<file path="config.mk">
export PLATFORM = sky130hd
export DESIGN_NAME = mriu_front
export DESIGN_NICKNAME = d
export VERILOG_FILES = /design/src/hdl/mriu_pkg.sv /design/src/hdl/mriu_front.sv
export SDC_FILE = /design/constraint.sdc
export NUM_CORES = 1
export LEC_CHECK = 0
export BUFFER_PORTS_ARGS = -buffer_cell sky130_fd_sc_hd__buf_4
export CORE_AREA = 2 2 98 118
export DETAILED_ROUTE_END_ITERATION = 6
export DIE_AREA = 0 0 100 120
export GPL_ROUTABILITY_DRIVEN = 1
export PLACE_DENSITY = 0.9
export SYNTH_ARGS = -nofsm -noshare
export SYNTH_HDL_FRONTEND = slang
export SYNTH_SLANG_ARGS = --single-unit
</file>
<file path="constraint.sdc">
create_clock -name clk -period 8.51 [get_ports clk]
set_input_delay 1.702 -clock clk [delete_from_list [all_inputs] [get_ports clk]]
set_output_delay 1.702 -clock clk [all_outputs]
set_load 0.01 [all_outputs]
</file>
<file path="src/hdl/mriu_pkg.sv">
`timescale 1ns / 1ps
package mriu_pkg;

  localparam int MAX_DIMS    = 4;
  localparam int COORD_BITS  = 8;
  localparam int SIZE_BITS   = COORD_BITS + 1;
  localparam int IDX_BITS    = 32;
  localparam int STEP_BITS   = 33;
  localparam int CMP_BITS    = STEP_BITS + COORD_BITS;
  localparam int DIMS_BITS   = 3;
  localparam int CFG_IDX_BITS = 3;
  localparam int CFG_DATA_BITS = 9;
  localparam int PREP_STAGES = MAX_DIMS;
  localparam int NUM_CELLS   = MAX_DIMS * COORD_BITS;

  typedef enum logic [1:0] {
    OP_FLAT  = 2'd0,
    OP_SPLIT = 2'd1,
    OP_INC   = 2'd2
  } op_t;

  typedef enum logic [CFG_IDX_BITS-1:0] {
    CFG_NUM_DIMS = 3'd0,
    CFG_SIZE_0   = 3'd1,
    CFG_SIZE_1   = 3'd2,
    CFG_SIZE_2   = 3'd3,
    CFG_SIZE_3   = 3'd4
  } cfg_idx_t;

  typedef logic [MAX_DIMS-1:0][COORD_BITS-1:0] coords_t;
  typedef logic [MAX_DIMS-1:0][SIZE_BITS-1:0]  sizes_t;
  typedef logic [MAX_DIMS-1:0][STEP_BITS-1:0]  steps_t;

  typedef struct packed {
    logic                valid;
    logic [1:0]          op;
    logic [IDX_BITS-1:0] idx;
    coords_t             coord;
  } raw_t;

  typedef struct packed {
    logic                valid;
    logic [1:0]          op;
    logic                err;
    logic                carry;
    logic [IDX_BITS-1:0] rem;
    logic [IDX_BITS-1:0] acc;
    coords_t             coord;
  } item_t;

  function automatic logic [DIMS_BITS-1:0] used_dims(input logic [DIMS_BITS-1:0] v);
    logic [DIMS_BITS-1:0] r;
    r = v;
    if (v == '0) r = DIMS_BITS'(1);
    else if (int'(v) > MAX_DIMS) r = DIMS_BITS'(MAX_DIMS);
    return r;
  endfunction

  function automatic logic [SIZE_BITS-1:0] eff_size(input logic [SIZE_BITS-1:0] s);
    logic [SIZE_BITS-1:0] r;
    r = s;
    if (s == '0) r = SIZE_BITS'(1);
    else if (s > (SIZE_BITS'(1) << COORD_BITS)) r = SIZE_BITS'(1) << COORD_BITS;
    return r;
  endfunction

endpackage

</file>
<file path="src/hdl/mriu_front.sv">
`timescale 1ns / 1ps
module mriu_front (
  input  logic                            clk,
  input  logic                            rst,
  input  mriu_pkg::raw_t                  raw,
  input  logic [mriu_pkg::DIMS_BITS-1:0]  num_dims,
  input  mriu_pkg::sizes_t                sizes,
  input  logic [mriu_pkg::STEP_BITS-1:0]  total,
  output mriu_pkg::item_t                 item
);
  import mriu_pkg::*;

  logic [DIMS_BITS-1:0] n;
  sizes_t               s;
  coords_t              c;
  coords_t              ci;
  logic [SIZE_BITS-1:0] nxt;
  logic                 err;
  logic                 carry;
  item_t                item_next;
  item_t                item_q;

  always_comb begin
    n = used_dims(num_dims);
    err = 1'b0;
    for (int d = 0; d < MAX_DIMS; d++) begin
      s[d] = eff_size(sizes[d]);
      c[d] = (d < int'(n)) ? raw.coord[d] : '0;
      if ((d < int'(n)) && ({1'b0, c[d]} >= s[d])) err = 1'b1;
    end
    unique case (op_t'(raw.op))
      OP_FLAT:  ;
      OP_INC:   ;
      OP_SPLIT: err = ({1'b0, raw.idx} >= total);
      default:  err = 1'b1;
    endcase
    carry = 1'b1;
    ci = c;
    nxt = '0;
    for (int d = MAX_DIMS - 1; d >= 0; d--) begin
      if ((d < int'(n)) && carry) begin
        nxt = {1'b0, ci[d]} + SIZE_BITS'(1);
        if (nxt == s[d]) begin
          ci[d] = '0;
        end else begin
          ci[d] = nxt[COORD_BITS-1:0];
          carry = 1'b0;
        end
      end
    end
    item_next.valid = raw.valid;
    item_next.op    = raw.op;
    item_next.err   = err;
    item_next.carry = (op_t'(raw.op) == OP_INC) && !err && carry;
    item_next.rem   = raw.idx;
    item_next.acc   = '0;
    if (err || (op_t'(raw.op) == OP_SPLIT)) item_next.coord = '0;
    else if (op_t'(raw.op) == OP_INC) item_next.coord = ci;
    else item_next.coord = c;
  end

  always_ff @(posedge clk) begin
    item_q <= item_next;
    if (rst) item_q.valid <= 1'b0;
  end

  assign item = item_q;

endmodule

</file>
Word level (Yosys, flattened, before mapping):

Cells that the tools add are included.

* order comparisons: 14
* reductions and logical operators: 18
* eq/ne operators: 6
* muxes and demuxes: 36
* $add $sub $neg: 4

Operator list (count)
* 8-bit two-way mux: 12
* 9-bit two-way mux: 8
* 8-bit by 1-bit adder with 9-bit output (second input constant): 4
* 9-bit == test: 4
* 8-bit by 9-bit greater-or-equal comparator with 1-bit output: 4
* 9-bit > comparator (second input constant): 4
* 9-bit logical NOT: 4
* 32-bit by 33-bit greater-or-equal comparator with 1-bit output: 1
* 32-bit two-way mux: 1
* 1-bit two-way mux: 12
* 1-bit logical AND: 9
* 1-bit by 3-bit < comparator with 1-bit output (first input constant): 2
* 2-bit by 3-bit < comparator with 1-bit output (first input constant): 2
* 3-bit two-way mux: 2
* 3-bit > comparator (second input constant): 1
* 3-bit logical NOT: 1
* 2-bit by 1-bit == test with 1-bit output (second input constant): 1
* 2-bit == test (second input constant): 1
* 2-bit logical NOT: 1
* 1-bit case mux with 2 select lines: 1
* 2-bit OR reduction: 1
* 1-bit logical NOT: 1
* 1-bit logical OR: 1

* input port bits: 141
* logic and storage cells: 87
* output and inout port bits: 101
* flip-flop bits (word level): 69

Logic depth before layout (Yosys ltp):

* depth after elaboration: 16
* mapped depth: 16
* mapped depth without buffers: 12

Least setup slack after synthesis:

No wires, ideal clock.

* path type: in2reg
* from: input num_dims[2] (netlist bit)
* to: register item_q (netlist bit item[4])
* buffers on the path: 4
* required time: 8.414 ns
* setup slack: 3.434 ns
* arrival time: 4.980 ns
* cell stages on the path: 15
* setup time: 0.096 ns
* cell sequence: buf_4 -> or2_2 -> clkbuf_1 -> and2_1 -> ha_1 -> and3_1 -> clkbuf_1 -> and3_1 -> mux2_1 -> o311ai_1 -> nor4_1 -> nor2_1 -> or3_1 -> buf_2 -> o41ai_2

* longest elaborated chain between the ends: 16
* elaborated cells on any way between the ends: 46
* classes of those cells: 4 x add/sub; 9 x order compare; 4 x eq/ne; 20 x mux; 9 x reduce/logical

Ends and longest elaborated chain
* start: declaration: RTL line mriu_front.sv:6 `input logic [mriu_pkg::DIMS_BITS-1:0] num_dims,`
* 3-bit > comparator: RTL line mriu_pkg.sv:55 `else if (int'(v) > MAX_DIMS) r = DIMS_BITS'(MAX_DIMS);`
* 3-bit two-way mux: RTL line mriu_pkg.sv:55
* 3-bit two-way mux *: RTL line mriu_pkg.sv:54 `if (v == '0) r = DIMS_BITS'(1);`
* 2-bit by 3-bit < comparator with 1-bit output: RTL line mriu_front.sv:28, mriu_front.sv:29, mriu_front.sv:41
* 8-bit two-way mux: RTL line mriu_front.sv:28 `c[d] = (d < int'(n)) ? raw.coord[d] : '0;`
* 8-bit by 1-bit adder with 9-bit output: RTL line mriu_front.sv:42 `nxt = {1'b0, ci[d]} + SIZE_BITS'(1);`
* 9-bit == test: RTL line mriu_front.sv:43 `if (nxt == s[d]) begin`
* 1-bit two-way mux: RTL line mriu_front.sv:43
* 1-bit two-way mux: RTL line mriu_front.sv:41 `if ((d < int'(n)) && carry) begin`
* 1-bit two-way mux or 1-bit logical AND (tied branches): RTL line mriu_front.sv:43, mriu_front.sv:41
* 1-bit two-way mux: RTL line mriu_front.sv:41
* 1-bit two-way mux or 1-bit logical AND (tied branches): RTL line mriu_front.sv:43, mriu_front.sv:41
* 1-bit two-way mux: RTL line mriu_front.sv:41
* 1-bit logical AND: RTL line mriu_front.sv:41
* 8-bit two-way mux: RTL line mriu_front.sv:41
* 32-bit two-way mux: RTL line mriu_front.sv:58 `else if (op_t'(raw.op) == OP_INC) item_next.coord = ci;`
* end signal: assignment: RTL line mriu_front.sv:63 `item_q <= item_next;`
* end: declaration: RTL line mriu_front.sv:21 `item_t item_q;`

Every way passes the cells marked *; elsewhere a longest branch is shown, timed or not.
A chain may end at the register's enable or synchronous reset.

Final worst setup path:

Same ends and word-level chain as after synthesis.

==> Implementation_results.wiki <==
{| class="wikitable"
! Metric !! Value
|-
| Met3 Track Usage GR || 0.1025
|-
| Final count of negative-setup-slack endpoints || 0
|-
| GR met2 Demand/Resource || 0.4738
|-
| Layout Cells excl Fill || between 1,000 and 1,500
|-
| Mean Syn Cell Area || just over 8 um2
|-
| Result of the run || complete, no violations
|-
| Total placed instance area || between 0.007 and 0.008 mm2
|-
| Crit end category || flip-flop
|-
| Top-level I/O count || ~240
|-
| Largest net degree at the start of global routing || 25
|-
| Tot Pwr || between 1 and 1.5 mW
|-
| Total number of nets in the final design || between 1,000 and 1,500
|-
| Flip-flop count of the largest register, all copies and words added || between 60 and 70
|-
| Dominant synthesized flop cell || sky130_fd_sc_hd__dfxtp_1
|-
| Remaining design rule violation count || 0
|-
| Total of warnings raised by yosys || 0
|-
| Largest family of logic cells by synthesized area || simple AND/OR/NAND/NOR gates
|-
| RSZ-0062 raised after global routing || no
|-
| Router iterations before antenna repair || 5
|-
| Aggregate negative setup slack || 0 ps
|-
| Post-CTS setup buffers || 0
|-
| Worst-margin pin slew || around 970 ps
|-
| Die W || 100 um
|-
| Violation count after the first detailed-route iteration || between 300 and 400
|-
| Final hold violation count || 0
|-
| Area grow syn2layout || 32.69%
|-
| Max-slew violations || 0
|-
| Fraction of layout cells with a size suffix above 1 || 0.2750
|-
| Number of unique standard cell types used by synthesis || 71
|-
| Multiplexer fraction of the synthesized cell area || 0.01666
|-
| EDFF count, synth || 0
|-
| Number of instances in the placed design || ~1,000
|-
| Number of antenna violations at the first check in global routing || 8
|-
| Vias per std cell || roughly 5.6
|-
| Compound-cell area share of the yosys netlist || 0.2052
|-
| Shortest period the worst path allows || ~5600 ps
|-
| GR met1 Demand/Resource || 0.2940
|-
| Post-route design area || around 0.0075 mm2
|-
| CTS tree || yes
|-
| Routed length per placed instance || roughly 16 um
|-
| Std-Cell Core Area || 0.01093 mm2
|-
| Max rail drop VDD || ~0.00011 V
|-
| Detailed placement HPWL || 13,620 um
|-
| Global-route congestion overflow total || 0
|-
| Via count of the first global-routing pass || roughly 5,500
|-
| Gate count after technology mapping || slightly below 700
|-
| Number of violations of the max-capacitance limit || 0
|-
| Root Driver || sky130_fd_sc_hd__clkbuf_16
|-
| GPL Wtd Cong || about 0.94
|-
| Port Buffer Count || approximately 210
|-
| Relative slew slack || 0.3564
|-
| Register area share after synthesis || 0.2452
|-
| Lkg Pwr || approximately 3.6 nW
|-
| Maximum clock rate || approximately 180 MHz
|-
| Highest fanout seen on the critical path || 24
|-
| Synth Area in Adders || 0.1510
|-
| Most utilized layer in the global route result || met2
|-
| Maximum level of the CTS H-tree || 3
|-
| Post-CTS Resized || 0
|-
| Startpoint type of the worst setup path || input pin
|-
| Die area || between 0.01 and 0.015 mm2
|-
| Clock sink count || approximately 70
|-
| Arrival @ worst endpoint || 5850 ps
|-
| Global-route wire length before repair || around 26,000 um
|-
| Wire length after detailed routing || 16,460 um
|-
| #FFs+latches synth || slightly below 70
|-
| Power per cell area || about 140 mW/mm2
|-
| Fraction of synthesized cell area in xor and xnor cells || 0.04486
|-
| Starting Density || 0.5155
|-
| Kind of critical path || input pin to flip-flop
|-
| Post-route antenna net violation count || 0
|-
| Total global-route track usage || 0.2703
|-
| Row count || between 40 and 50
|-
| Final worst-path cycle share || 0.6614
|-
| Class of the tightest hold or removal check || input pin to flip-flop
|-
| Mapped Area || 0.005634 mm2
|-
| Vias after detailed routing || approximately 5,700
|-
| Synth async-reset ratio || 0
|-
| Req. time, crit path || a little under 9000 ps
|-
| Final design utilization || 0.6840
|-
| Simple-gate area share of the yosys netlist || 0.2350
|-
| Total clock buffers created by CTS || 9
|-
| Maximum clock path buffer count || 2
|-
| Clock-pin slew of the registers on the worst-case setup and hold paths || 60 ps
|-
| Die height || 120 um
|-
| CTS Hold Bufs || 0
|}
[cells by family (layout without fill, tap and decap cells)]
group,count (synthesis),in the layout
adders and majority gates,68,68
AOI/OAI and AO/OA,160,160
muxes,9,9
other,1,36
DFF,69,69
buffers and inverters,118,284
xor gates and xnor gates,24,24
and+or+nand+nor,245,245
[worst paths after layout]
kind | depth (start not counted) | end | from | slack (ps)
setup / recovery | 12 | item[4]$_SDFF_PP0_ | num_dims[2] | 2880
hold / removal | 1 | item[69]$_DFF_P_ | raw[37] | 1490
[final cells by class]
cell class	count	area, um2
Antenna cell	4	10.01
Inverter	55	206.4
Multi-Input combinational cell	538	3802
Clock buffer	12	256.5
Clock inverter	4	55.05
Tap cell	132	165.2
Timing Repair Buffer	213	1599
Fill cell	932	3455
Sequential cell	69	1381
[worst max-delay path, stage by stage]
cell and delay [ps]:
sky130_fd_sc_hd__buf_4 220, sky130_fd_sc_hd__a21o_1 380, sky130_fd_sc_hd__and2_1 220, sky130_fd_sc_hd__ha_1 260
sky130_fd_sc_hd__nand4_1 190, sky130_fd_sc_hd__or4_4 460, sky130_fd_sc_hd__and3_1 200, sky130_fd_sc_hd__a2111o_1 390
sky130_fd_sc_hd__a2111oi_4 500, sky130_fd_sc_hd__o221ai_2 480, sky130_fd_sc_hd__or3_1 600, sky130_fd_sc_hd__o41ai_2 230
[metrics by stage]
step	hold WS, ps	setup WS [ps]
6_report	1490	2882
5_1_grt	1478	2650
4_1_cts	1481	2927
3_5_place_dp	1819	2590
3_3_place_gp	1818	2681
2_1_floorplan	1730	3434
[metal layers]
metal	wire, um	part of all wire
met5	57	0.0035
met1	6083	0.37
met4	464	0.028
met2	8032	0.49
met3	1827	0.11
[cells in the final DEF (no fill, tap or decap), types with 5 or more instances in the layout]
cell                        netlist  final
sky130_fd_sc_hd__a31oi_1         10     10
sky130_fd_sc_hd__or4_1            5      5
sky130_fd_sc_hd__nor3_1          21     20
sky130_fd_sc_hd__and3_1           8      8
sky130_fd_sc_hd__nand2b_1        26     26
sky130_fd_sc_hd__conb_1           1     32
sky130_fd_sc_hd__o211ai_1         8      8
sky130_fd_sc_hd__nor2b_1          9      9
sky130_fd_sc_hd__nor2_1          53     53
sky130_fd_sc_hd__xnor2_1         18     18
sky130_fd_sc_hd__inv_1           54     54
sky130_fd_sc_hd__nand2_1         37     37
sky130_fd_sc_hd__nand4b_1         5      5
sky130_fd_sc_hd__nand4_1         11     11
sky130_fd_sc_hd__ha_1            68     68
sky130_fd_sc_hd__nor4_1           5      5
sky130_fd_sc_hd__a21oi_1         34     34
sky130_fd_sc_hd__or3_1           10     10
sky130_fd_sc_hd__dfxtp_1         69     69
sky130_fd_sc_hd__nand3_1         17     17
sky130_fd_sc_hd__mux2i_1          6      6
sky130_fd_sc_hd__buf_4           33    213
sky130_fd_sc_hd__o2111ai_1        5      5
sky130_fd_sc_hd__a21o_1          18     18
sky130_fd_sc_hd__a2111oi_0        6      6
sky130_fd_sc_hd__nand3b_1         6      6
sky130_fd_sc_hd__a211oi_1         9      9
sky130_fd_sc_hd__o21ai_0         26     26
sky130_fd_sc_hd__clkbuf_16        0      9
sky130_fd_sc_hd__and2_1          15     15
[where the power goes]
group          switching, mW  total [mW]  internal [mW]  leakage [nW]
clock                  0.140       0.385          0.245         0.149
sequential           0.00608       0.349          0.343         0.573
combinational          0.151       0.290          0.139          2.86
total                  0.297        1.02          0.726          3.58
[synth_stat cells (all sizes together), types with 18 or more instances]
master  count  share of area
nor3       21          0.019
clkbuf     27          0.018
nor2       53          0.035
inv        55          0.037
xnor2      18          0.028
nand2      37          0.025
a21oi      35          0.032
o21ai      30          0.027
buf        36          0.047
dfxtp      69           0.25
ha         68           0.15
nand2b     26          0.029
a21o       18          0.024
Power figures use the tool's default switching activity.
