===== src/hdl/mriu_pkg.sv =====
`timescale 1ns / 1ps
package mriu_pkg;

  localparam int MAX_DIMS    = 4;
  localparam int COORD_BITS  = 8;
  localparam int SIZE_BITS   = COORD_BITS + 1;
  localparam int IDX_BITS    = 32;
  localparam int STEP_BITS   = 33;
  localparam int CMP_BITS    = STEP_BITS + COORD_BITS;
  localparam int DIMS_BITS   = 3;
  localparam int CFG_IDX_BITS = 3;
  localparam int CFG_DATA_BITS = 9;
  localparam int PREP_STAGES = MAX_DIMS;
  localparam int NUM_CELLS   = MAX_DIMS * COORD_BITS;

  typedef enum logic [1:0] {
    OP_FLAT  = 2'd0,
    OP_SPLIT = 2'd1,
    OP_INC   = 2'd2
  } op_t;

  typedef enum logic [CFG_IDX_BITS-1:0] {
    CFG_NUM_DIMS = 3'd0,
    CFG_SIZE_0   = 3'd1,
    CFG_SIZE_1   = 3'd2,
    CFG_SIZE_2   = 3'd3,
    CFG_SIZE_3   = 3'd4
  } cfg_idx_t;

  typedef logic [MAX_DIMS-1:0][COORD_BITS-1:0] coords_t;
  typedef logic [MAX_DIMS-1:0][SIZE_BITS-1:0]  sizes_t;
  typedef logic [MAX_DIMS-1:0][STEP_BITS-1:0]  steps_t;

  typedef struct packed {
    logic                valid;
    logic [1:0]          op;
    logic [IDX_BITS-1:0] idx;
    coords_t             coord;
  } raw_t;

  typedef struct packed {
    logic                valid;
    logic [1:0]          op;
    logic                err;
    logic                carry;
    logic [IDX_BITS-1:0] rem;
    logic [IDX_BITS-1:0] acc;
    coords_t             coord;
  } item_t;

  function automatic logic [DIMS_BITS-1:0] used_dims(input logic [DIMS_BITS-1:0] v);
    logic [DIMS_BITS-1:0] r;
    r = v;
    if (v == '0) r = DIMS_BITS'(1);
    else if (int'(v) > MAX_DIMS) r = DIMS_BITS'(MAX_DIMS);
    return r;
  endfunction

  function automatic logic [SIZE_BITS-1:0] eff_size(input logic [SIZE_BITS-1:0] s);
    logic [SIZE_BITS-1:0] r;
    r = s;
    if (s == '0) r = SIZE_BITS'(1);
    else if (s > (SIZE_BITS'(1) << COORD_BITS)) r = SIZE_BITS'(1) << COORD_BITS;
    return r;
  endfunction

endpackage


===== src/hdl/mriu_cell.sv =====
`timescale 1ns / 1ps
module mriu_cell #(
  parameter int DIM = 0,
  parameter int BIT = 0
) (
  input  logic                            clk,
  input  logic                            rst,
  input  mriu_pkg::item_t                 d_in,
  input  logic [mriu_pkg::STEP_BITS-1:0]  step,
  input  logic                            use_dim,
  output mriu_pkg::item_t                 d_out
);
  import mriu_pkg::*;

  logic [CMP_BITS-1:0] shifted;
  item_t               nxt;
  item_t               q;

  always_comb begin
    shifted = CMP_BITS'(step) << BIT;
    nxt = d_in;
    if (d_in.valid && !d_in.err && use_dim) begin
      unique case (op_t'(d_in.op))
        OP_SPLIT: begin
          if (CMP_BITS'(d_in.rem) >= shifted) begin
            nxt.rem = d_in.rem - shifted[IDX_BITS-1:0];
            nxt.coord[DIM][BIT] = 1'b1;
          end
        end
        OP_FLAT: begin
          if (d_in.coord[DIM][BIT]) nxt.acc = d_in.acc + shifted[IDX_BITS-1:0];
        end
        default: ;
      endcase
    end
  end

  always_ff @(posedge clk) begin
    q <= nxt;
    if (rst) q.valid <= 1'b0;
  end

  assign d_out = q;

endmodule

===== config.mk =====
export PLATFORM = sky130hd
export DESIGN_NAME = mriu_cell
export DESIGN_NICKNAME = d
export VERILOG_FILES = /design/src/hdl/mriu_pkg.sv /design/src/hdl/mriu_cell.sv
export SDC_FILE = /design/constraint.sdc
export NUM_CORES = 1
export LEC_CHECK = 0
export CAP_MARGIN = 5
export CORE_ASPECT_RATIO = 1.25
export CORE_MARGIN = 2
export CORE_UTILIZATION = 55
export DETAILED_ROUTE_END_ITERATION = 8
export DONT_BUFFER_PORTS = 1
export PLACE_DENSITY = 0.78
export SETUP_SLACK_MARGIN = 0.3
export SYNTH_ARGS = -nofsm -noshare
export SYNTH_HDL_FRONTEND = slang
export SYNTH_SLANG_ARGS = --single-unit

===== constraint.sdc =====
create_clock -name clk -period 2.5 [get_ports clk]
set_clock_uncertainty 0.15 [all_clocks]
set_input_delay 0.25 -clock clk [delete_from_list [all_inputs] [get_ports clk]]
set_output_delay 0.25 -clock clk [all_outputs]
set_load 0.05 [all_outputs]

==> Word level (Yosys, flattened, before mapping) <==
Cells that the tools add are included.
{ "totals": {"regBits": 101, "input_bits": 137, "out_inout_bits": 101, "word_cells": 26} }
{ "classes": {"n_addsub": 2, "order_cmp": 1, "n_eq_ne": 1, "muxes": 8, "n_reduce_logical": 4} }
{ "ops": {"columns": ["op", "count"], "rows": [
  ["32-bit 2-to-1 mux", 4],
  ["64-bit 2-to-1 mux", 1],
  ["32-bit by 33-bit >= comparator with 1-bit output", 1],
  ["32-bit adder", 1],
  ["32-bit subtractor", 1],
  ["1-bit 2-to-1 mux", 3],
  ["2-bit by 1-bit equality test with 1-bit output, second input constant", 1],
  ["1-bit logical AND", 2],
  ["2-bit zero test", 1],
  ["1-bit zero test", 1]
]} }

==> Longest topological paths before layout <==
Gate-level depths: netlist of run 1.
{ "logic_depth": {"ltp_word": 4, "depth_mapped": 13, "depth_no_buf": 12} }

==> Least setup slack after synthesis of run 1 <==
Ideal clock, no wire load.
{ "synth_timing": {"kind": "input to register", "start": "input step[1] (netlist name)", "end": "register q (netlist bit d_out[88])", "setup_ps": 121, "t_arrival_ps": 2408, "t_required_ps": 2229, "slack_ps": -179, "path_stages": 12, "n_path_buf": 2, "path_cell_list": "inv_1 > ha_1 > nor2b_1 > o31a_1 > o31ai_4 > a21oi_2 > o211ai_2 > a21oi_2 > o31a_1 > buf_6 > buf_8 > mux2_4"} }
{ "synth_lines": {"columns": ["item", "line", "source"], "rows": [
  ["start, declared", "mriu_cell.sv:9", "input logic [mriu_pkg::STEP_BITS-1:0] step,"],
  ["end signal, assigned", "mriu_cell.sv:39", "q <= nxt;"],
  ["end, declared", "mriu_cell.sv:17", "item_t q;"]
]} }

==> results.cfg, run 1 <==
[run_status]
run_status = complete, no violations

[routing]
wl_per_cell_um = 20.3
route.vias.total = 6276
drt_iter0_markers = 348
detail_route.drc_violations = 0
via_per_inst = 5.95
dr.pass1.iters = 5
ant_nets = 0
drt_wl_total_um = 21500

[cells_and_area]
layout_common_cells = 102 x sky130_fd_sc_hd__dlygate4sd3_1, 102 x sky130_fd_sc_hd__buf_4, 101 x sky130_fd_sc_hd__dfxtp_1, 68 x sky130_fd_sc_hd__nand2_1, 52 x sky130_fd_sc_hd__ha_1
net_count_of_the_finished_layout = 1117
antennaDiodeCount = 0
final_cells = 1055
area_grow_syn2layout_pct = 40.5
number_of_flip_flops_in_the_largest_register = 101
fillers = 736
drive_gt1_frac = 0.237

[grt]
wire_length_of_the_first_global_routing_pass_um = 31400
grt-ovfl-total = 0
grtUsageTotal = 0.329
grt_start_max_net_pins = 24
first_global_vias = 6298
antenna_found_initial = 0

[power_and_ir_drop]
p_sw_frac = 0.354
clkPwrFrac = 0.299
max-vdd-ir-drop_mv = 0.350
power.density_cell_area_mw_per_mm2 = 568
sum_of_internal_switching_and_leakage_power_mw = 5.03
power_report.internal_total_mw = 3.25
p_leak_nw = 3.98
seqPwrFrac = 0.412
power.switching_mw = 1.78
combinational_power_share = 0.289

[placement]
detailedPlacementHpwl_um = 15400
port_buffers = 0
numPlacedInstances = 928
finalWeightedCongestion = 0.947

[clocking]
cts_buffer_depth = 2
cts_tree = yes
tritoncts.num_buffers = 9
htree_levels = 3
clock-root-buffer = sky130_fd_sc_hd__clkbuf_16
worst_setup_hold_path_clk_slew_ps = 70
tritoncts_sink_count = 101

[setup_path]
worstSetupStartpointType = input pin
cpLargestDelayFamily = compound AO/OA/AOI/OAI gates
setup.worst_path.class = input pin to register
timing.critical_path.cells = inv_1 -> ha_1 -> a21oi_2 -> o21ai_1 -> a21oi_2 -> nor2_2 -> nor4_2 -> a21oi_2 -> o31a_4 -> buf_12 -> mux2_1
count_of_buffer_and_inverter_cells_on_the_critical_path = 2
worstPathRequired_ps = 2590
setup.worst_path.end_class = register
critical_path.max_stage_delay_ps = 390
most_frequent_cell_on_critical_path = sky130_fd_sc_hd__a21oi_2
worstPathMaxFanout = 14
crit_arrival_ps = 2430
crit_slowest_cell = sky130_fd_sc_hd__o31a_4

[logic_synthesis]
syn_avg_cell_area_sq_um = 8.82
post_synth_main_area_contributors = sky130_fd_sc_hd__dfxtp_1 32%, sky130_fd_sc_hd__ha_1 13%, sky130_fd_sc_hd__mux2_4 6.4%
synth-edff-count = 0
mappedNetlistArea_sq_mm = 0.00630
top_reg_cell_synth = sky130_fd_sc_hd__dfxtp_1
synth_largest_type_area_fraction = 0.321
synth_fp_nets = 916
synth_async_sr_flop_share = 0
post_synth_num_cell_types = 63
netlist.top_cell.by_area = sky130_fd_sc_hd__dfxtp_1
synth-warning-count = 0
synthCells = 714
synth-seq-cells = 101
fraction_of_the_yosys_area_taken_by_sequential_cells = 0.321

[hold_path]
worstHoldPathType = input pin to register

[timing]
slew_at_the_pin_closest_to_its_max_slew_limit_ps = 650
rsz0062_at_grt = true
finalSetupViolations = 0
slew-limit-headroom = 0.566
fin_worst_hold_slack_ps = 23.6
timing_hold_violations_final = 0
fmaxAchievable_ghz = 0.428
slew_violations = 0
layout_worst_path_cycle_share = 0.935
fin_crit_ps = 2340

[floorplan]
die-width_um = 99.7
boundaryPins = 238
die-height_um = 124
core.rowCount = 43
design.core.area_sq_mm = 0.0111
start_util = 0.566
die_area_sq_mm = 0.0123

[flow_run]
drv.max_cap_violation_count = 0
-- routing by layer --
metal	vias up	wire [um]	track usage
met5	-	0	0
met4	0	868	0.150
met3	79	1610	0.0746
met2	322	11100	0.621
met1	2917	7830	0.346
li1	2958	-	-
-- synthesized netlist by cell type, drive strengths merged (3+ instances only) --
cell type	count
nor2	42
and3	6
a31oi	4
a21oi	66
nand2b	6
nor4	4
xnor2	24
a21o	21
inv	46
mux2	31
xor2	27
a2111oi	3
o31ai	6
or3	3
nand2	68
o21ai	62
a211oi	5
nor3b	9
o41ai	4
o31a	3
dfxtp	101
o211ai	4
buf	6
or2	4
nand4	11
nor2b	5
o21bai	10
o21a	5
mux2i	5
ha	63
nor3	9
clkbuf	12
nand3	17
-- power groups by stage --
stage	combinational, mW	clock (mW)	sequential [mW]
after floorplan	0.822	0	2.09
after global placement	1.17	0	2.11
after detailed placement	1.20	0	2.11
after CTS	1.36	1.50	2.07
after global routing	1.57	1.58	2.08
final	1.45	1.50	2.07
-- cell families after synthesis --
logic type               share of synthesized area
buffers and inverters                       0.0477
XOR/XNOR                                    0.0709
adder cells (fa/ha/maj)                      0.131
flip-flops                                   0.321
AND/OR/NAND/NOR                              0.147
multiplexers                                0.0794
AO/OA/AOI/OAI                                0.203
-- through the flow --
stage	utilization	cell area (sq um)	TNS [ps]	worst slack, ps
CTS	0.780	8690	0	192
floorplan	-	6460	-1700	-63.4
global placement	0.651	7250	-6950	-239
detailed placement	0.651	7250	-8560	-299
global route	0.795	8850	0	102
finish	0.795	8850	0	161
-- path summary, 6_finish.rpt --
| check | start | to | cells past startpoint |
|---|---|---|---|
| setup / recovery | step[18] | d_out[65] | 11 |
| hold / removal | step[0] | d_out[64] | 2 |
-- timing repair --
item	4_1_cts	5_1_grt
hold endpoints to repair	100	0
pin swaps	9	19
endpoints found under the setup margin	36	45
setup buffers	4	5
gates cloned	0	0
hold buffers	102	0
gates resized for setup	16	30
-- layout make-up --
cell class | instances | area (sq um) | share of cell area
multi-input combinational | 549 | 4310 | 0.487
sequential | 101 | 2020 | 0.228
timing repair buffer | 208 | 1850 | 0.209
clock buffer | 9 | 225 | 0.0254
inverter | 46 | 185 | 0.0209
tap | 135 | 169 | 0.0191
clock inverter | 7 | 92.6 | 0.0105
Power figures use the tool's default switching activity.
==> inputs of run 2 (changes only) <==
--- a/config.mk
+++ b/config.mk
@@ -11,6 +11,7 @@
 export CORE_UTILIZATION = 55
 export DETAILED_ROUTE_END_ITERATION = 8
 export DONT_BUFFER_PORTS = 1
+export GPL_TIMING_DRIVEN = 0
 export PLACE_DENSITY = 0.78
 export SETUP_SLACK_MARGIN = 0.3
 export SYNTH_ARGS = -nofsm -noshare
==> run 2 against run 1 <==
  * The flow now finishes with violations (hold timing)
  * Via count shrank 2.5%
  * Clock power shrank 4%
  * Wire length grew 0.34%
  * Sequential power is essentially flat
  * Combinational power shrank 7%
  * Global-route usage shrank 0.93 points
  * Critical path depth grew 1
  * Final cell count shrank 5.5%
  * Worst hold slack lost 160 ps
  * Critical path type unchanged
  * Critical endpoint is now d_out[79]
==> results.cfg, run 2 (synthesis results as in run 1) <==
[run_status]
run_status = finished, violations left
failed_checks = hold timing

[timing]
slew_at_the_pin_closest_to_its_max_slew_limit_ps = 625
layout_worst_path_cycle_share = 0.971
slew-limit-headroom = 0.582
finalSetupViolations = 0
fin_crit_ps = 2430
rsz0062_at_grt = true
fin_worst_hold_slack_ps = -140
timing_hold_violations_final = 1
fin_ws_ps = 73.5
fmaxAchievable_ghz = 0.412
slew_violations = 0

[floorplan]
die-height_um = 124
core.rowCount = 43
boundaryPins = 238
start_util = 0.566
design.core.area_sq_mm = 0.0111
die_area_sq_mm = 0.0123
die-width_um = 99.7

[clocking]
tritoncts_sink_count = 101
worst_setup_hold_path_clk_slew_ps = 80
cts_buffer_depth = 2
post_cts_hold_fix_bufs = 102
cts_tree = yes
htree_levels = 3
clock-root-buffer = sky130_fd_sc_hd__clkbuf_16
tritoncts.num_buffers = 9

[routing]
drt_iter0_markers = 261
drt_wl_total_um = 21500
via_per_inst = 6.13
detail_route.drc_violations = 0
route.vias.total = 6116
wl_per_cell_um = 21.6
dr.pass1.iters = 5
ant_nets = 0

[cells_and_area]
area_grow_syn2layout_pct = 36.7
layout_common_cells = 102 x sky130_fd_sc_hd__dlygate4sd3_1, 101 x sky130_fd_sc_hd__dfxtp_1, 67 x sky130_fd_sc_hd__nand2_1, 50 x sky130_fd_sc_hd__a21oi_1, 45 x sky130_fd_sc_hd__ha_1
antennaDiodeCount = 0
net_count_of_the_finished_layout = 1059
number_of_flip_flops_in_the_largest_register = 101
layout.cells.most_common = sky130_fd_sc_hd__dlygate4sd3_1
end_of_flow_core_utilization = 0.773
drive_gt1_frac = 0.198

[setup_path]
worstPathMaxFanout = 8
setup.worst_path.class = input pin to register
critical_path.max_stage_delay_ps = 300
worstPathRequired_ps = 2580
crit_start = step[1]
timing.critical_path.cells = inv_16 -> ha_4 -> nor2b_4 -> o31a_1 -> o31ai_4 -> a21oi_2 -> o211ai_2 -> a21oi_2 -> o31a_1 -> buf_6 -> buf_12 -> mux2_4
setup.worst_path.end_class = register
cp.depth = 12
crit_slowest_cell = sky130_fd_sc_hd__o31a_1
worstSetupStartpointType = input pin
count_of_buffer_and_inverter_cells_on_the_critical_path = 3
crit_arrival_ps = 2510
cpLargestDelayFamily = compound AO/OA/AOI/OAI gates

[placement]
dp_worst_setup_slack_ps = -566
finalWeightedCongestion = 0.882
port_buffers = 0
detailedPlacementHpwl_um = 14600

[hold_path]
min-delay-start = d_in[32]
hold_depth = 2
worstHoldPathType = input pin to register

[power_and_ir_drop]
max-vdd-ir-drop_mv = 0.325
p_leak_nw = 3.72
power.density_cell_area_mw_per_mm2 = 564

[grt]
grtUsageTotal = 0.320
grt_start_max_net_pins = 20
grt-ovfl-total = 0
first_global_vias = 6080
wire_length_of_the_first_global_routing_pass_um = 30500
antenna_found_initial = 0

[flow_run]
drv.max_cap_violation_count = 0
run 2: timing repair:
| action | in CTS | in global routing |
|---|---|---|
| setup buffers | 19 | 7 |
| pin swaps | 14 | 16 |
| endpoints found under the setup margin | 39 | 45 |
| gates resized for setup | 39 | 53 |
| endpoints found under the hold margin | 101 | 1 |
| cloned | 1 | 2 |
run 2: worst paths after layout:
check | slack [ps] | to
setup / recovery | 70 | d_out[79]
hold / removal | -140 | d_out[32]
run 2: area by class of cell:
| cell class | instances | area [sq um] |
|---|---|---|
| plain buffers | 18 | 148 |
| clock buffers | 10 | 239 |
| clock inverters | 6 | 67.6 |
| fillers | 746 | 2520 |
| inverters | 46 | 198 |
| multi-input cells | 549 | 4450 |
| flip-flops and latches | 101 | 2020 |
| well taps | 135 | 169 |
| repair buffers | 132 | 1320 |
run 2: where the power goes:
part / leakage, nW / internal [mW] / switching [mW] / total [mW]
logic: 2.72 / 0.653 / 0.693 / 1.35
clock network: 0.150 / 0.734 / 0.708 / 1.44
registers: 0.852 / 1.70 / 0.368 / 2.07
run 2: per-stage QoR:
step                hold slack, ps  setup TNS (ps)  cell area (sq um)  instances  power [mW]
floorplan                      128           -1700               6460        714        2.91
global placement               128          -13440               6630        849        3.09
detailed placement             128          -14100               6630        849        3.11
CTS                           -127               0               8270        987        4.72
global route                  -129               0               8610        997        5.07
finish                        -140               0               8610        997        4.86
run 2: metal layers:
layer,routed length (um),global-route usage,vias to the layer above
met5,0,0,-
met4,1120,0.148,0
met3,1720,0.0836,98
met2,11000,0.593,303
met1,7650,0.337,2859
li1,-,-,2856
==> inputs of run 3 (changes only) <==
--- a/config.mk
+++ b/config.mk
@@ -13,7 +13,7 @@
 export DONT_BUFFER_PORTS = 1
 export GPL_TIMING_DRIVEN = 0
 export PLACE_DENSITY = 0.78
-export SETUP_SLACK_MARGIN = 0.3
+export SETUP_SLACK_MARGIN = 0.4
 export SYNTH_ARGS = -nofsm -noshare
 export SYNTH_HDL_FRONTEND = slang
 export SYNTH_SLANG_ARGS = --single-unit
==> run 3 against run 2 <==
  * The run still ends with hold timing left
  * Core utilization grew 3.3 points
  * Wire length is 5.4% higher
  * Clock power shrank 5%
  * Worst hold slack better by 32 ps
  * Clock-buffer cell count shrank 1
  * Critical path depth up 1
==> results.cfg, run 3 (synthesis results as in run 1) <==
[floorplan]
die_area_sq_mm = 0.0123
start_util = 0.566
core.rowCount = 43
boundaryPins = 238
design.core.area_sq_mm = 0.0111
die-width_um = 99.7
die-height_um = 124

[power_and_ir_drop]
max-vdd-ir-drop_mv = 0.291
power.density_cell_area_mw_per_mm2 = 550
sum_of_internal_switching_and_leakage_power_mw = 4.94
p_leak_nw = 3.84

[clocking]
cts_buffer_depth = 2
cts_tree = yes
post_cts_hold_fix_bufs = 102
worst_setup_hold_path_clk_slew_ps = 80
tritoncts.num_buffers = 9
clock-root-buffer = sky130_fd_sc_hd__clkbuf_16
tritoncts_sink_count = 101
htree_levels = 3

[placement]
placement.cell_area_sq_mm = 0.00668
dp_worst_setup_slack_ps = -498
port_buffers = 0
finalWeightedCongestion = 0.884
detailedPlacementHpwl_um = 14800

[timing]
timing_hold_violations_final = 1
slew_violations = 0
fin_ws_ps = 39.2
finalSetupViolations = 0
rsz0062_at_grt = true
slew_at_the_pin_closest_to_its_max_slew_limit_ps = 731
fin_crit_ps = 2460
fmaxAchievable_ghz = 0.406
fin_worst_hold_slack_ps = -108
slew-limit-headroom = 0.510
layout_worst_path_cycle_share = 0.984

[grt]
first_global_vias = 6264
grtUsageTotal = 0.325
wire_length_of_the_first_global_routing_pass_um = 31200
grt-ovfl-total = 0
antenna_found_initial = 0
grt_start_max_net_pins = 19

[cells_and_area]
net_count_of_the_finished_layout = 1077
number_of_flip_flops_in_the_largest_register = 101
drive_gt1_frac = 0.234
layout.cells.most_common = sky130_fd_sc_hd__dlygate4sd3_1
antennaDiodeCount = 0
fillers = 656
area_grow_syn2layout_pct = 42.5
end_of_flow_core_utilization = 0.806
post_layout_instance_area_sq_mm = 0.00898
layout_common_cells = 102 x sky130_fd_sc_hd__dlygate4sd3_1, 101 x sky130_fd_sc_hd__dfxtp_1, 67 x sky130_fd_sc_hd__nand2_1, 43 x sky130_fd_sc_hd__inv_1, 43 x sky130_fd_sc_hd__a21oi_1

[hold_path]
worstHoldPathType = input pin to register

[routing]
route.vias.total = 6304
drt_iter0_markers = 464
drt_wl_total_um = 22700
ant_nets = 0
detail_route.drc_violations = 0
dr.pass1.iters = 7
wl_per_cell_um = 22.4
via_per_inst = 6.22

[setup_path]
worstPathMaxFanout = 5
worstSetupStartpointType = input pin
setup.worst_path.class = input pin to register
crit_arrival_ps = 2570
setup.worst_path.end_class = register
worstPathRequired_ps = 2610

[run_status]
failed_checks = hold timing
run_status = finished, violations left

[flow_run]
drv.max_cap_violation_count = 0
==> run 3: where the power goes <==
part / switching [mW] / internal (mW) / leakage (nW)
logic: 0.761 / 0.736 / 2.85
registers: 0.368 / 1.70 / 0.852
clock network: 0.680 / 0.690 / 0.136
total: 1.81 / 3.13 / 3.84
==> run 3: final timing paths <==
| path | slack, ps | start | cells past startpoint | end |
|---|---|---|---|---|
| setup / recovery | 40 | step[26] | 13 | d_out[69] |
| hold / removal | -110 | d_in[32] | 2 | d_out[32] |
==> run 3: what timing repair did <==
item | CTS | global route
resized for setup | 52 | 72
endpoints found under the hold margin | 101 | 1
pin swaps | 17 | 33
buffers inserted | 25 | 19
endpoints found under the setup margin | 40 | 47
gates cloned | 0 | 4
==> run 3: per-layer routing <==
layer  track usage  part of all wire  up-vias  routed length (um)
li1              -                 -     2869                   -
met1         0.331              0.34     2948                7750
met5             0                 0        -                   0
met3        0.0909             0.088      100                1990
met2         0.606              0.52      387               11800
met4         0.164             0.051        0                1160
==> run 3: area by class of cell <==
class                           instances  area (sq um)  area share
Buffer                                 18           156      0.0174
Clock buffer                            9           225      0.0251
Clock inverter                          6          56.3     0.00627
Inverter                               46           205      0.0229
Multi-Input combinational cell        549          4670       0.520
Sequential cell                       101          2020       0.225
Tap cell                              135           169      0.0188
Timing Repair Buffer                  150          1470       0.164
==> run 3: critical path: stages <==
cell	delay, ps
sky130_fd_sc_hd__inv_12	20
sky130_fd_sc_hd__ha_4	240
sky130_fd_sc_hd__buf_6	90
sky130_fd_sc_hd__buf_6	80
sky130_fd_sc_hd__nand4_1	190
sky130_fd_sc_hd__nor4_2	400
sky130_fd_sc_hd__o211ai_2	160
sky130_fd_sc_hd__a21oi_2	200
sky130_fd_sc_hd__o31a_1	200
sky130_fd_sc_hd__buf_6	190
sky130_fd_sc_hd__clkbuf_16	170
sky130_fd_sc_hd__buf_6	100
sky130_fd_sc_hd__mux2i_1	260
==> run 3: through the flow <==
step                      instances  setup TNS (ps)
after floorplan                 714           -1700
after global placement          849          -14930
after detailed placement        849          -15970
after CTS                       991               0
after global routing           1014           -5.39
final                          1014               0
